File: config.mk
export PLATFORM = sky130hd
export DESIGN_NAME = link_frame_deframer_fletcher8
export DESIGN_NICKNAME = d
export VERILOG_FILES = /design/src/rtl/core/lfd_pkg.sv /design/src/rtl/core/lfd_ctrl.sv /design/src/rtl/core/lfd_datapath.sv /design/src/rtl/core/link_frame_deframer_fletcher8.sv
export SDC_FILE = /design/constraint.sdc
export NUM_CORES = 1
export LEC_CHECK = 0
export BUFFER_PORTS_ARGS = -buffer_cell sky130_fd_sc_hd__buf_2
export CORE_ASPECT_RATIO = 1.2
export CORE_MARGIN = 2
export CORE_UTILIZATION = 61
export DETAILED_ROUTE_END_ITERATION = 10
export GPL_TIMING_DRIVEN = 0
export PLACE_DENSITY = 0.87
export SYNTH_ARGS = -nofsm -noshare
export SYNTH_HDL_FRONTEND = slang
export SYNTH_SLANG_ARGS = --single-unit
File: constraint.sdc
create_clock -name clock -period 5.9 [get_ports clock]
set_input_delay 1.18 -clock clock [delete_from_list [all_inputs] [get_ports clock]]
set_output_delay 1.18 -clock clock [all_outputs]
set_load 0.02 [all_outputs]
File: src/rtl/core/lfd_pkg.sv
// Shared constants, register codes and controller/datapath interface types of the deframer.
package lfd_pkg;

   localparam int PAYLOAD_MAX = 32;
   localparam int IDX_W       = $clog2(PAYLOAD_MAX);
   localparam int CSR_IDX_W   = 2;

   localparam logic [CSR_IDX_W-1:0] CSR_SYNC_FIRST   = 2'd0;
   localparam logic [CSR_IDX_W-1:0] CSR_SYNC_SECOND  = 2'd1;
   localparam logic [CSR_IDX_W-1:0] CSR_BATTERY_TYPE = 2'd2;

   localparam logic [7:0] SYNC_FIRST_RST   = 8'hBC;
   localparam logic [7:0] SYNC_SECOND_RST  = 8'hCF;
   localparam logic [7:0] BATTERY_TYPE_RST = 8'h13;

   typedef struct packed {
      logic load_type;
      logic load_len;
      logic load_data;
      logic load_cka;
      logic close;
      logic rd_issue;
      logic emit_load;
   } lfd_cmd_type;

   typedef struct packed {
      logic sync1_match;
      logic sync2_match;
      logic len_zero;
      logic data_done;
      logic run;
      logic out_free;
      logic emit_last;
   } lfd_status_type;

   typedef struct packed {
      logic [31:0]      battery_frames;
      logic [31:0]      good_frames;
      logic             last;
      logic [IDX_W-1:0] byte_index;
      logic [7:0]       payload_byte;
      logic             data_valid;
      logic             battery_frame;
      logic             oversize;
      logic             check_ok;
      logic [7:0]       frame_length;
      logic [7:0]       frame_type;
   } lfd_result_type;

endpackage

File: src/rtl/core/lfd_ctrl.sv
// Frame parser and payload readout state machine of the deframer.
module lfd_ctrl (
   input  logic                    clock,
   input  logic                    reset,
   input  logic                    req_tvalid,
   output logic                    req_tready,
   input  lfd_pkg::lfd_status_type status,
   output lfd_pkg::lfd_cmd_type    cmd
);
   import lfd_pkg::*;

   typedef enum logic [8:0] {
      ST_SYNC1   = 9'b000000001,
      ST_SYNC2   = 9'b000000010,
      ST_TYPE    = 9'b000000100,
      ST_LEN     = 9'b000001000,
      ST_DATA    = 9'b000010000,
      ST_CKA     = 9'b000100000,
      ST_CKB     = 9'b001000000,
      ST_EMIT_RD = 9'b010000000,
      ST_EMIT_LD = 9'b100000000
   } lfd_state_type;

   lfd_state_type state_ff;
   lfd_state_type state_in;
   logic          fire;

   always_comb begin
      unique case (state_ff)
         ST_EMIT_RD, ST_EMIT_LD: req_tready = 1'b0;
         ST_CKB:                 req_tready = status.out_free;
         default:                req_tready = 1'b1;
      endcase
   end

   assign fire = req_tvalid && req_tready;

   always_comb begin
      state_in = state_ff;
      cmd      = '0;
      unique case (state_ff)
         ST_SYNC2: begin
            if (fire) begin
               state_in = status.sync2_match ? ST_TYPE : ST_SYNC1;
            end
         end
         ST_TYPE: begin
            if (fire) begin
               cmd.load_type = 1'b1;
               state_in      = ST_LEN;
            end
         end
         ST_LEN: begin
            if (fire) begin
               cmd.load_len = 1'b1;
               state_in     = status.len_zero ? ST_CKA : ST_DATA;
            end
         end
         ST_DATA: begin
            if (fire) begin
               cmd.load_data = 1'b1;
               if (status.data_done) begin
                  state_in = ST_CKA;
               end
            end
         end
         ST_CKA: begin
            if (fire) begin
               cmd.load_cka = 1'b1;
               state_in     = ST_CKB;
            end
         end
         ST_CKB: begin
            if (fire) begin
               cmd.close = 1'b1;
               state_in  = status.run ? ST_EMIT_RD : ST_SYNC1;
            end
         end
         ST_EMIT_RD: begin
            cmd.rd_issue = 1'b1;
            state_in     = ST_EMIT_LD;
         end
         ST_EMIT_LD: begin
            if (status.out_free) begin
               cmd.emit_load = 1'b1;
               state_in      = status.emit_last ? ST_SYNC1 : ST_EMIT_RD;
            end
         end
         default: begin
            if (fire) begin
               state_in = status.sync1_match ? ST_SYNC2 : ST_SYNC1;
            end
         end
      endcase
   end

   always_ff @(posedge clock) begin
      if (reset) begin
         state_ff <= ST_SYNC1;
      end else begin
         state_ff <= state_in;
      end
   end

   a_run_starts_readout: assert property (@(posedge clock) disable iff (reset)
      (cmd.close && status.run) |=> (state_ff == ST_EMIT_RD))
      else $error("payload readout did not start after a good frame");

   a_read_then_load: assert property (@(posedge clock) disable iff (reset)
      (state_ff == ST_EMIT_RD) |=> (state_ff == ST_EMIT_LD))
      else $error("payload read not followed by its load step");

   a_no_input_in_readout: assert property (@(posedge clock) disable iff (reset)
      ((state_ff == ST_EMIT_RD) || (state_ff == ST_EMIT_LD)) |-> !req_tready)
      else $error("input beat offered ready during payload readout");

endmodule

File: src/rtl/core/lfd_datapath.sv
// Checksum, frame fields, payload store, counters and result register of the deframer.
module lfd_datapath (
   input  logic                              clock,
   input  logic                              reset,
   input  logic [7:0]                        rx_byte,
   input  logic                              csr_valid,
   input  logic [lfd_pkg::CSR_IDX_W-1:0]     csr_index,
   input  logic [7:0]                        csr_data,
   input  lfd_pkg::lfd_cmd_type              cmd,
   input  logic                              rsp_tready,
   output lfd_pkg::lfd_status_type           status,
   output logic                              rsp_valid,
   output lfd_pkg::lfd_result_type           rsp
);
   import lfd_pkg::*;

   logic [7:0]       sync_first_ff, sync_first_in;
   logic [7:0]       sync_second_ff, sync_second_in;
   logic [7:0]       battery_code_ff, battery_code_in;
   logic [7:0]       type_ff, type_in;
   logic [7:0]       len_ff, len_in;
   logic [7:0]       pos_ff, pos_in;
   logic [7:0]       sum_a_ff, sum_a_in;
   logic [7:0]       sum_b_ff, sum_b_in;
   logic [7:0]       cka_ff, cka_in;
   logic [31:0]      good_ff, good_in;
   logic [31:0]      batt_cnt_ff, batt_cnt_in;
   logic             frame_batt_ff, frame_batt_in;
   logic [IDX_W-1:0] rd_idx_ff, rd_idx_in;
   logic [7:0]       rd_data_ff;
   logic             rsp_valid_ff, rsp_valid_in;
   lfd_result_type   rsp_ff, rsp_in;

   logic [7:0] store_mem [PAYLOAD_MAX];

   logic [7:0] sum_a_next;
   logic [7:0] sum_b_next;
   logic       ok_now;
   logic       over_now;
   logic       batt_now;
   logic       run_now;

   assign sum_a_next = sum_a_ff + rx_byte;
   assign sum_b_next = sum_b_ff + sum_a_next;
   assign ok_now     = (cka_ff == sum_a_ff) && (rx_byte == sum_b_ff);
   assign over_now   = len_ff > 8'(PAYLOAD_MAX);
   assign batt_now   = ok_now && !over_now && (type_ff == battery_code_ff);
   assign run_now    = ok_now && !over_now && (len_ff != 8'd0);

   assign status.sync1_match = (rx_byte == sync_first_ff);
   assign status.sync2_match = (rx_byte == sync_second_ff);
   assign status.len_zero    = (rx_byte == 8'd0);
   assign status.data_done   = (pos_ff + 8'd1) >= len_ff;
   assign status.run         = run_now;
   assign status.out_free    = !rsp_valid_ff || rsp_tready;
   assign status.emit_last   = (8'(rd_idx_ff) + 8'd1) == len_ff;

   always_comb begin
      sync_first_in   = sync_first_ff;
      sync_second_in  = sync_second_ff;
      battery_code_in = battery_code_ff;
      type_in         = type_ff;
      len_in          = len_ff;
      pos_in          = pos_ff;
      sum_a_in        = sum_a_ff;
      sum_b_in        = sum_b_ff;
      cka_in          = cka_ff;
      good_in         = good_ff;
      batt_cnt_in     = batt_cnt_ff;
      frame_batt_in   = frame_batt_ff;
      rd_idx_in       = rd_idx_ff;
      rsp_in          = rsp_ff;
      rsp_valid_in    = rsp_valid_ff && !rsp_tready;

      if (csr_valid) begin
         unique case (csr_index)
            CSR_SYNC_FIRST:   sync_first_in   = csr_data;
            CSR_SYNC_SECOND:  sync_second_in  = csr_data;
            CSR_BATTERY_TYPE: battery_code_in = csr_data;
            default: ;
         endcase
      end

      if (cmd.load_type) begin
         type_in  = rx_byte;
         sum_a_in = rx_byte;
         sum_b_in = rx_byte;
      end
      if (cmd.load_len) begin
         len_in   = rx_byte;
         pos_in   = 8'd0;
         sum_a_in = sum_a_next;
         sum_b_in = sum_b_next;
      end
      if (cmd.load_data) begin
         pos_in   = pos_ff + 8'd1;
         sum_a_in = sum_a_next;
         sum_b_in = sum_b_next;
      end
      if (cmd.load_cka) begin
         cka_in = rx_byte;
      end
      if (cmd.close) begin
         good_in       = good_ff + 32'(ok_now);
         batt_cnt_in   = batt_cnt_ff + 32'(batt_now);
         frame_batt_in = batt_now;
         rd_idx_in     = '0;
         if (!run_now) begin
            rsp_in.frame_type     = type_ff;
            rsp_in.frame_length   = len_ff;
            rsp_in.check_ok       = ok_now;
            rsp_in.oversize       = over_now;
            rsp_in.battery_frame  = batt_now;
            rsp_in.data_valid     = 1'b0;
            rsp_in.payload_byte   = 8'd0;
            rsp_in.byte_index     = '0;
            rsp_in.last           = 1'b1;
            rsp_in.good_frames    = good_ff + 32'(ok_now);
            rsp_in.battery_frames = batt_cnt_ff + 32'(batt_now);
            rsp_valid_in          = 1'b1;
         end
      end
      if (cmd.emit_load) begin
         rsp_in.frame_type     = type_ff;
         rsp_in.frame_length   = len_ff;
         rsp_in.check_ok       = 1'b1;
         rsp_in.oversize       = 1'b0;
         rsp_in.battery_frame  = frame_batt_ff;
         rsp_in.data_valid     = 1'b1;
         rsp_in.payload_byte   = rd_data_ff;
         rsp_in.byte_index     = rd_idx_ff;
         rsp_in.last           = status.emit_last;
         rsp_in.good_frames    = good_ff;
         rsp_in.battery_frames = batt_cnt_ff;
         rsp_valid_in          = 1'b1;
         rd_idx_in             = rd_idx_ff + 1'b1;
      end
   end

   always_ff @(posedge clock) begin
      if (reset) begin
         sync_first_ff   <= SYNC_FIRST_RST;
         sync_second_ff  <= SYNC_SECOND_RST;
         battery_code_ff <= BATTERY_TYPE_RST;
         type_ff         <= 8'd0;
         len_ff          <= 8'd0;
         pos_ff          <= 8'd0;
         sum_a_ff        <= 8'd0;
         sum_b_ff        <= 8'd0;
         cka_ff          <= 8'd0;
         good_ff         <= 32'd0;
         batt_cnt_ff     <= 32'd0;
         rsp_valid_ff    <= 1'b0;
      end else begin
         sync_first_ff   <= sync_first_in;
         sync_second_ff  <= sync_second_in;
         battery_code_ff <= battery_code_in;
         type_ff         <= type_in;
         len_ff          <= len_in;
         pos_ff          <= pos_in;
         sum_a_ff        <= sum_a_in;
         sum_b_ff        <= sum_b_in;
         cka_ff          <= cka_in;
         good_ff         <= good_in;
         batt_cnt_ff     <= batt_cnt_in;
         rsp_valid_ff    <= rsp_valid_in;
      end
   end

   always_ff @(posedge clock) begin
      frame_batt_ff <= frame_batt_in;
      rd_idx_ff     <= rd_idx_in;
      rsp_ff        <= rsp_in;
   end

   always_ff @(posedge clock) begin
      if (cmd.load_data && (pos_ff < 8'(PAYLOAD_MAX))) begin
         store_mem[pos_ff[IDX_W-1:0]] <= rx_byte;
      end
   end

   always_ff @(posedge clock) begin
      if (cmd.rd_issue) begin
         rd_data_ff <= store_mem[rd_idx_ff];
      end
   end

   assign rsp_valid = rsp_valid_ff;
   assign rsp       = rsp_ff;

   a_result_has_source: assert property (@(posedge clock) disable iff (reset)
      $rose(rsp_valid_ff) |-> $past(cmd.close || cmd.emit_load))
      else $error("result register filled without a close or payload load");

   a_index_steps: assert property (@(posedge clock) disable iff (reset)
      (cmd.emit_load && !status.emit_last) |=> (rd_idx_ff == $past(rd_idx_ff) + 1'b1))
      else $error("payload read index did not advance by one");

   a_result_held: assert property (@(posedge clock) disable iff (reset)
      (rsp_valid_ff && !rsp_tready) |=> (rsp_valid_ff && $stable(rsp_ff)))
      else $error("stalled result beat changed or was dropped");

endmodule

File: src/rtl/core/link_frame_deframer_fletcher8.sv
// Top level of the link frame deframer with Fletcher-8 check.
//
// Link bytes enter one per beat on the req_ channel. A frame is two sync bytes,
// type, length, payload and two Fletcher-8 check bytes over type, length and payload.
// Results leave on the rsp_ channel with tlast on the final result of a frame.
// Each byte before the last check byte produces no result.
// A bad, empty or oversize frame gives one result, which appears in the cycle after
// the last check beat. A good frame with payload gives one result per stored byte;
// the payload store has one registered read port, so each result passes a read state
// (ST_EMIT_RD) and then a load state (ST_EMIT_LD) that waits for a free result
// register. No input beat is taken during that readout.
// Reset restores the sync and battery codes, clears counters and parser state,
// and empties the result register; the payload store is not cleared.
// When the receiver stalls, the result register holds its beat; parsing goes on,
// and only a last check beat and each payload load wait for a free result register.
// The csr_ channel is always ready and should be written only while the block is idle.
module link_frame_deframer_fletcher8 (
   input  logic                          clock,
   input  logic                          reset,
   // rx_byte[7:0]
   input  logic [7:0]                    req_tdata,
   input  logic                          req_tvalid,
   output logic                          req_tready,
   // frame_type[7:0], frame_length[15:8], check_ok[16], oversize[17],
   // battery_frame[18], payload_byte[26:19], byte_index[31:27],
   // good_frames[63:32], battery_frames[95:64]
   output logic [95:0]                   rsp_tdata,
   // data_valid[0]
   output logic                          rsp_tuser,
   output logic                          rsp_tlast,
   output logic                          rsp_tvalid,
   input  logic                          rsp_tready,
   input  logic                          csr_valid,
   output logic                          csr_ready,
   input  logic [lfd_pkg::CSR_IDX_W-1:0] csr_index,
   input  logic [7:0]                    csr_data
);
   import lfd_pkg::*;

   lfd_cmd_type    cmd;
   lfd_status_type status;
   lfd_result_type rsp;

   lfd_ctrl u_ctrl (
      .clock      (clock),
      .reset      (reset),
      .req_tvalid (req_tvalid),
      .req_tready (req_tready),
      .status     (status),
      .cmd        (cmd)
   );

   lfd_datapath u_datapath (
      .clock      (clock),
      .reset      (reset),
      .rx_byte    (req_tdata),
      .csr_valid  (csr_valid),
      .csr_index  (csr_index),
      .csr_data   (csr_data),
      .cmd        (cmd),
      .rsp_tready (rsp_tready),
      .status     (status),
      .rsp_valid  (rsp_tvalid),
      .rsp        (rsp)
   );

   assign csr_ready = 1'b1;

   assign rsp_tdata = {rsp.battery_frames, rsp.good_frames, rsp.byte_index, rsp.payload_byte,
                       rsp.battery_frame, rsp.oversize, rsp.check_ok, rsp.frame_length,
                       rsp.frame_type};
   assign rsp_tuser = rsp.data_valid;
   assign rsp_tlast = rsp.last;

endmodule

# == Word level (Yosys, flattened, before mapping) ==
# Memories as Yosys holds them, arrays and structs flattened. A register that Yosys moved wholly into a read port is not among the register bits.
# Index checks and enable logic that the tools add are counted.
# word_totals
output_inout_bits,101
ramBits,256
register_bits,250
n_memories,1
inputBits,23
word_cells,130
# memory_table
name,words,word_bits,rd,rd_clocked_by_memory_dff,write_ports,line,rtl
u_datapath.store_mem,32,8,1,1,1,lfd_datapath.sv:34,logic [7:0] store_mem [PAYLOAD_MAX];
# op_classes
bitwise,1
eq_ne,25
n_addsub,7
muxes,42
n_lt_le_gt_ge,3
reduce_logical,25
# op_table
cell,n
$mux W98,3
$mux W9,9
$mux W8,9
$pmux W9 S8,1
$add A32 B1 Y32,2
$eq A8 B8 Y1,6
$add A8 B8 Y8,2
$mux W1,14
$ne A2 B1 Y1 const B,7
$mux W5,2
$reduce_and A2 Y1,5
$eq A9 B2 Y1 const B,1
$eq A9 B3 Y1 const B,1
$eq A9 B4 Y1 const B,1
$eq A9 B5 Y1 const B,1
$eq A9 B6 Y1 const B,1
$eq A9 B7 Y1 const B,1
$eq A9 B8 Y1 const B,1
$eq A9 B9 Y1 const B,1
$reduce_and A9 Y1,1
$add A8 B1 Y8 const B,1
$ge A8 B8 Y1,1
$gt A8 B6 Y1 const B,1
$logic_not A8 Y1,1
other kinds (19),30

# == Logic depth before layout (Yosys ltp) ==
# Gate-level depths: netlist of run 1.
# depth
word_depth,9
ltp_mapped,15
depth_no_buf,13

# == Hierarchy ==
# Synthesis of run 1 repeated with hierarchy kept, for this count alone.
# unflattened
hier_cells,1811
hier_area_um2,22885.7
# by_module_without_submodules
module,area_each_um2,seq_area_each_um2,cells_per_inst,n_inst
lfd_datapath,22157.5,13763.2,1715,1
lfd_ctrl,716.9,180.2,94,1
link_frame_deframer_fletcher8,11.3,0.0,2,1

# == Worst setup path after synthesis of run 1 ==
# OpenSTA, ideal clock, no wires.
# synth_timing
path_type,input to register
from,input port req_tdata[7]
to,register u_datapath.rsp_ff (netlist bit u_datapath.rsp[62]) (data pin)
required_time_ns,5.640
n_path_buf,3
path_slack_ns,1.258
setup_ns,0.260
cell_stages,14
arrival_time_ns,4.381
path_cell_list,clkbuf_1 xnor2_1 nand4_1 nor4_2 clkbuf_1 ha_1 ha_1 and4_1 clkbuf_1 and4_1 nand4b_1 or2_2 a21oi_1 mux2i_1
# synth_lines
element,line,rtl
start: declaration,link_frame_deframer_fletcher8.sv:21,"input logic [7:0] req_tdata,"
end signal: assignment,lfd_datapath.sv:173,rsp_ff <= rsp_in;
end: declaration,lfd_datapath.sv:32,"lfd_result_type rsp_ff, rsp_in;"

==> summary.md, run 1 <==
| Metric | Value |
|---|---|
| Final period utilization | `between 90% and 100%` |
| Via/cell ratio | `6.357` |
| Final total power | `just over 7 mW` |
| Clock latency on the worst-skew pair | `0.59 ns` |
| Die Area | `0.03969 mm^2` |
| Hold Path Depth | `1` |
| Core Box Area | `0.03767 mm^2` |
| Max incr delay on CP | `0.72 ns` |
| Synth warnings | `0` |
| Initial antenna violation count | `1` |
| Crit path max fanout | `34` |
| Hold Slack | `0.4665 ns` |
| Hold crit path type | `flip-flop to flip-flop` |
| Syn_nets | `2005` |
| Commonest non-fill, non-tap cell in the layout | `edfxtp_1` |
| Ys flop type | `edfxtp_1` |
| Syn Area/Cell | `~12 um^2` |
| Worst slew pin tran | `1.016 ns` |
| Worst EP required | `6.22 ns` |
| Critical path's top delay family | `simple AND/OR/NAND/NOR gates` |
| Async set or reset register ratio after synthesis | `0%` |
| CP Capture Type | `flip-flop` |
| Leak | `8.837 nW` |
| Pre-CTS setup slack | `-1.034 ns` |
| Post-CTS Setup Inserts | `0` |
| Crit path launch type | `input port` |
| Worst Hold Path EP | `u_datapath.rsp[19]` |
| Mean routed wirelength per cell | `22.55 um` |
| Final cell count without fillers | `2638` |
| Share of cells above drive strength 1 | `13.99%` |
| Final net count | `2175` |
| Die Height | `around 220 um` |
| Starting Density | `61.70%` |
| Most frequent cells in the layout | `edfxtp_1, nand2_1, dfxtp_1` |
| Peak supply drop | `0.0002619 V` |
| Syn-to-layout area delta | `12.23%` |
| RSZ-0062 raised after global routing | `no` |
| Worst path cell trace | `clkbuf_4, buf_1, xnor2_1, nand4_1, nor4_4, nand2_1, nor3_2, ha_1, and4_1, clkbuf_1, nand4_2, nor4b_2, nand3_1, xor2_1, o21ai_0` |
| Htree depth | `2` |
| Number of synthesized flops with an enable pin | `roughly 370` |
| Port Buffers | `120` |
| Std-Cell Rows | `slightly below 80` |
| Inserted Clock Buffers | `48` |
| Vias in the first global route | `16545` |
| Fmax | `0.1771 GHz` |
| Dpl cells | `2549` |
| Ant. Diodes | `0` |
| Register bit total from synthesis | `514` |
| Placer congestion estimate | `0.9406` |
| Largest net degree at the start of global routing | `between 70 and 80` |
| PnR worst setup slack | `0.2545 ns` |
| Maxcap violations | `0` |
| TritonCTS clock tree | `yes` |
| DRT Wirelength | `59500 um` |
| CTS Sinks | `514` |
| Die X | `approximately 180 um` |
| R2r worst-path depth | `13` |
| Root Buffer Master | `clkbuf_16` |
| Fin Clk Skew | `0.02916 ns` |
| GRT overflow | `0` |
| Io pins | `approximately 120` |
| Drt pass-1 iters | `6` |
| First-pass GRT wire length | `approximately 91000 um` |
| Clock transition at path regs | `0.06 ns` |
| CP max stage cell | `nor4b_2` |
| Run status | `finished, final reports clean` |
| WP data arrival | `between 5 and 6 ns` |
| Syn Std Cell Area | `0.02324 mm^2` |
| Reg2Reg Launch Point | `u_datapath.sum_a_ff[1]` |
| Routed Antenna Nets | `0` |
| Hold Path Origin | `u_datapath.rsp[19]` |
| DRC | `0` |
| Reg-to-reg endpoint | `u_datapath.rsp[90]` |
| Share of the yosys chip area belonging to registers | `between 50% and 60%` |
| Initial DRC count | `~2200` |
| Setup CP Type | `input port to flip-flop` |
| Clk buf depth | `3` |
| Slew Viols, Final | `0` |
| Total GRT Usage | `~30%` |
| Final min period | `5.645 ns` |
| Cell Pwr Density | `roughly 270 mW/mm^2` |
| Slew margin rel. | `32.24%` |
| CP Buf/Inv Count | `3` |
| Fin. Hold Viols | `0` |
| Hpwl dp | `between 40000 and 50000 um` |
| Syn Inst Count | `1948` |
| Vias | `16770` |
| Distinct cells, synth | `78` |
| Worst reg2reg setup slack | `approximately 1.4 ns` |
| Setup violators final | `0` |
per-layer routing:
metal / GRT usage (%) / vias to the layer above / wire length, um
met1: 36.39 / 8041 / 21920
met3: 4.709 / 203 / 4926
li1: - / 7575 / -
met5: 0 / - / 0
met2: 51.44 / 951 / 29480
met4: 15.83 / 0 / 3176
synthesized netlist by cell type, drive strengths merged (21+ instances only):
library cell    n  share of area (%)
edfxtp        365                 47
nand2         197                3.2
dfxtp         149                 13
nor2          144                2.3
a21oi         118                2.6
mux2i         103                4.4
o21ai          92                2.0
nand3          80                1.8
clkbuf         77                1.2
xnor2          73                2.8
buf            54                1.3
xor2           48                1.8
and3           42                1.2
o221ai         42                1.6
nand4          38                1.0
inv            36               0.58
ha             32                1.7
mux4           32                3.1
nor3           22               0.54
a211oi         21               0.70
nor4           21               0.76
where the power goes:
group | total, mW | internal (mW) | switching, mW
registers | 3.86 | 3.85 | 0.00703
logic | 0.163 | 0.0451 | 0.118
clock network | 3.07 | 1.72 | 1.35
timing repair:
action	in CTS	in global routing
resized for setup	2	8
hold buffers	0	0
hold endpoints to repair	0	0
setup endpoints to repair	21	12
logic make-up after synthesis:
kind of cell | after synthesis | share of synthesized area, %
xor gates and xnor gates | 123 | 4.753
and+or+nand+nor | 637 | 13.72
muxes | 135 | 7.537
other | 1 | 0.01613
AOI/OAI and AO/OA | 336 | 8.990
DFF | 514 | 59.99
adders and majority gates | 34 | 1.895
buffers and inverters | 168 | 3.101
how the worst max path moves through the flow:
stage / from / to / slack (ns) / depth (start not counted)
final: req_tdata[3] / u_datapath.rsp[90] / 0.25 / 15
after floorplan: req_tdata[7] / u_datapath.rsp[62] / 1.26 / 14
after CTS: req_tdata[3] / u_datapath.rsp[96] / 0.13 / 16
after global placement: req_tdata[5] / u_datapath.rsp[96] / -1.00 / 16
after detailed placement: req_tdata[3] / u_datapath.rsp[92] / -1.03 / 16
after global routing: req_tdata[3] / u_datapath.rsp[62] / 0.09 / 15
metrics by stage:
| step | util, % | instance area, um^2 | TNS [ns] |
|---|---|---|---|
| 6_report | 69.24 | 26090 | 0 |
| 5_1_grt | 69.24 | 26090 | 0 |
| 4_1_cts | 69.19 | 26070 | 0 |
| 3_5_place_dp | 64.97 | 24470 | -28.69 |
| 3_3_place_gp | 64.89 | 24440 | -22.67 |
| 2_1_floorplan | - | 23240 | 0 |
flip-flops by register name (all words and copies together), names as in the netlist, 9 cells and up:
name and count:
u_datapath.good_ff 32, u_datapath.batt_cnt_ff 32, u_ctrl.state_ff 9, u_datapath.rsp 98, u_datapath.store_mem 256
area by class of cell:
class / instances / area [um^2]
fill: 2603 / 11590
multi-input combinational: 1266 / 8598
clock buffer: 66 / 1364
tap: 480 / 600.6
timing repair buffer: 121 / 645.6
inverter: 37 / 138.9
sequential: 514 / 13940
clock inverter: 24 / 214.0
buffer: 130 / 580.6
Note: power is estimated with default switching activity, not from simulation.
==> run 2, diff against run 1 <==
--- a/config.mk
+++ b/config.mk
@@ -5,8 +5,8 @@
 export SDC_FILE = /design/constraint.sdc
 export NUM_CORES = 1
 export LEC_CHECK = 0
-export BUFFER_PORTS_ARGS = -buffer_cell sky130_fd_sc_hd__buf_2
-export CORE_ASPECT_RATIO = 1.2
+export BUFFER_PORTS_ARGS = -buffer_cell sky130_fd_sc_hd__clkbuf_2
+export CORE_ASPECT_RATIO = 1.1
 export CORE_MARGIN = 2
 export CORE_UTILIZATION = 61
 export DETAILED_ROUTE_END_ITERATION = 10
==> run 2 against run 1 <==
  * Hold slack worse by 0.0023 ns
  * Flip-flop and latch count stayed put
  * Critical path depth grew 1
  * First-iteration DRC count down 12%
  * Core utilization fell by 0.19 points
  * Critical endpoint is now u_datapath.rsp[93]
  * Wire length rose by 2.6%
  * Final cell count is 0.72% higher
  * Setup slack improved by 0.080 ns
  * Largest cell class unchanged
  * Global-route usage grew 0.99 points
==> summary.md, run 2 (synthesis gave the netlist of run 1 again) <==
| Metric | Value |
|---|---|
| Placer congestion estimate | `0.9498` |
| Hold Slack | `0.4642 ns` |
| Largest net degree at the start of global routing | `82` |
| Dpl cells | `between 2000 and 3000` |
| Final min period | `5.565 ns` |
| Port Buffers | `120` |
| Drt pass-1 iters | `6` |
| Final net count | `2175` |
| CTS Sinks | `514` |
| Leak | `approximately 8.8 nW` |
| Pre-CTS setup slack | `-1.200 ns` |
| Die X | `190.1 um` |
| Fmax | `0.1797 GHz` |
| Crit path launch type | `input port` |
| DRC | `0` |
| DP Area | `~0.024 mm^2` |
| Clock latency on the worst-skew pair | `0.62 ns` |
| Hold crit path type | `flip-flop to flip-flop` |
| Vias | `17166` |
| DRT Wirelength | `61020 um` |
| Fin. Hold Viols | `0` |
| Worst EP required | `6.22 ns` |
| FF/Latch Area | `0.01394 mm^2` |
| CP Capture Type | `flip-flop` |
| Most frequent cells in the layout | `edfxtp_1, nand2_1, dfxtp_1` |
| Starting Density | `61.46%` |
| Root Buffer Master | `clkbuf_16` |
| GRT overflow | `0` |
| Post-CTS Setup Inserts | `0` |
| Routed Antenna Nets | `0` |
| Run status | `finished, final reports clean` |
| Via/cell ratio | `6.461` |
| Worst path cell trace | `clkbuf_4, clkbuf_1, xnor2_1, nand4_1, nor4_4, nand2_1, nor3_4, ha_1, and4_1, clkbuf_1, nand4_2, nor4_1, buf_2, nand2_1, a21oi_1, o21ai_0` |
| Syn-to-layout area delta | `12.36%` |
| Final cell count without fillers | `2657` |
| Initial DRC count | `1916` |
| Commonest non-fill, non-tap cell in the layout | `edfxtp_1` |
| Core Box Area | `0.03782 mm^2` |
| Initial antenna violation count | `1` |
| Cell Pwr Density | `273.8 mW/mm^2` |
| Htree depth | `2` |
| Slew margin rel. | `28.08%` |
| Vias in the first global route | `around 17000` |
| Setup CP Type | `input port to flip-flop` |
| CP Buf/Inv Count | `4` |
| Max reg flops | `256` |
| PnR worst setup slack | `roughly 0.33 ns` |
| CP max stage cell | `nor4_4` |
| Fin Clk Skew | `0.03871 ns` |
| Maxcap violations | `0` |
| Share of cells above drive strength 1 | `between 10% and 20%` |
| RSZ-0062 raised after global routing | `no` |
| Peak supply drop | `between 0.0003 and 0.0004 V` |
| Area of the multi-input gates | `0.008598 mm^2` |
| WP data arrival | `5.89 ns` |
| Io pins | `124` |
| Std-Cell Rows | `75` |
| Slew Viols, Final | `0` |
| TritonCTS clock tree | `yes` |
| Die Height | `208.7 um` |
| Final period utilization | `94.33%` |
| First-pass GRT wire length | `93560 um` |
| Clock transition at path regs | `0.06 ns` |
| Setup violators final | `0` |
| Critical path's top delay family | `simple AND/OR/NAND/NOR gates` |
| Ant. Diodes | `0` |
| Total GRT Usage | `30.84%` |
| Final setup TNS | `0 ns` |
| Die Area | `slightly below 0.04 mm^2` |
| Hpwl dp | `approximately 41000 um` |
| Worst slew pin tran | `1.079 ns` |
| Mean routed wirelength per cell | `22.96 um` |
| Final instance area | `around 0.026 mm^2` |
| # fillers | `2538` |
| Clk buf depth | `3` |
| Crit path max fanout | `34` |
| Max incr delay on CP | `between 0.5 and 0.6 ns` |
| Inserted Clock Buffers | `49` |
-- run 2: cell type report --
| type | count | area share [%] |
|---|---|---|
| Multi-Input combinational cell | 1266 | 32.92 |
| Clock buffer | 61 | 4.944 |
| Inverter | 37 | 0.5318 |
| Buffer | 129 | 2.209 |
| Tap cell | 500 | 2.396 |
| Timing Repair Buffer | 121 | 2.472 |
| Clock inverter | 29 | 1.131 |
| Sequential cell | 514 | 53.39 |
-- run 2: routing by layer --
metal	GRT usage (%)	up-vias	share of wire, %
met4	16.12	2	5.2
li1	-	7573	-
met5	0	-	0.016
met1	38.53	8266	36
met3	5.190	229	9.3
met2	51.76	1096	49
-- run 2: repair_timing --
action / 4_1_cts / 5_1_grt
pin swaps: 0 / 0
gates resized for setup: 4 / 11
setup endpoints to repair: 24 / 21
hold buffers: 0 / 0
-- run 2: per-stage QoR --
step / util, % / power [mW]
detailed placement: 64.78 / 4.099
CTS: 69.03 / 7.161
floorplan: - / 4.024
finish: 69.06 / 7.150
global placement: 64.70 / 4.092
global route: 69.06 / 7.310
-- run 2: power breakdown --
group          total (mW)  switching (mW)  internal, mW
clock network        3.12            1.38          1.74
logic               0.164           0.119        0.0448
registers            3.86         0.00707          3.85
-- run 2: path summary, 6_finish.rpt --
kind / startpoint / to / slack [ns] / cells past startpoint
setup reg to reg: u_datapath.sum_a_ff[1] / u_datapath.rsp[93] / 1.37 / 14
setup / recovery: req_tdata[5] / u_datapath.rsp[93] / 0.33 / 16
hold / removal: u_datapath.rsp[19] / u_datapath.rsp[19] / 0.46 / 1
hold reg to reg: u_datapath.rsp[19] / u_datapath.rsp[19] / 0.46 / 1
-- run 2: worst register-to-register path: stages, from the launching register on --
cell and delay, ns:
dfxtp_1 0.48, xnor2_1 0.16, nand4_1 0.16, nor4_4 0.56, nand2_1 0.27, nor3_4 0.35
ha_1 0.29, and4_1 0.20, clkbuf_1 0.24, nand4_2 0.29, nor4_1 0.54, buf_2 0.30
nand2_1 0.08, a21oi_1 0.17, o21ai_0 0.17
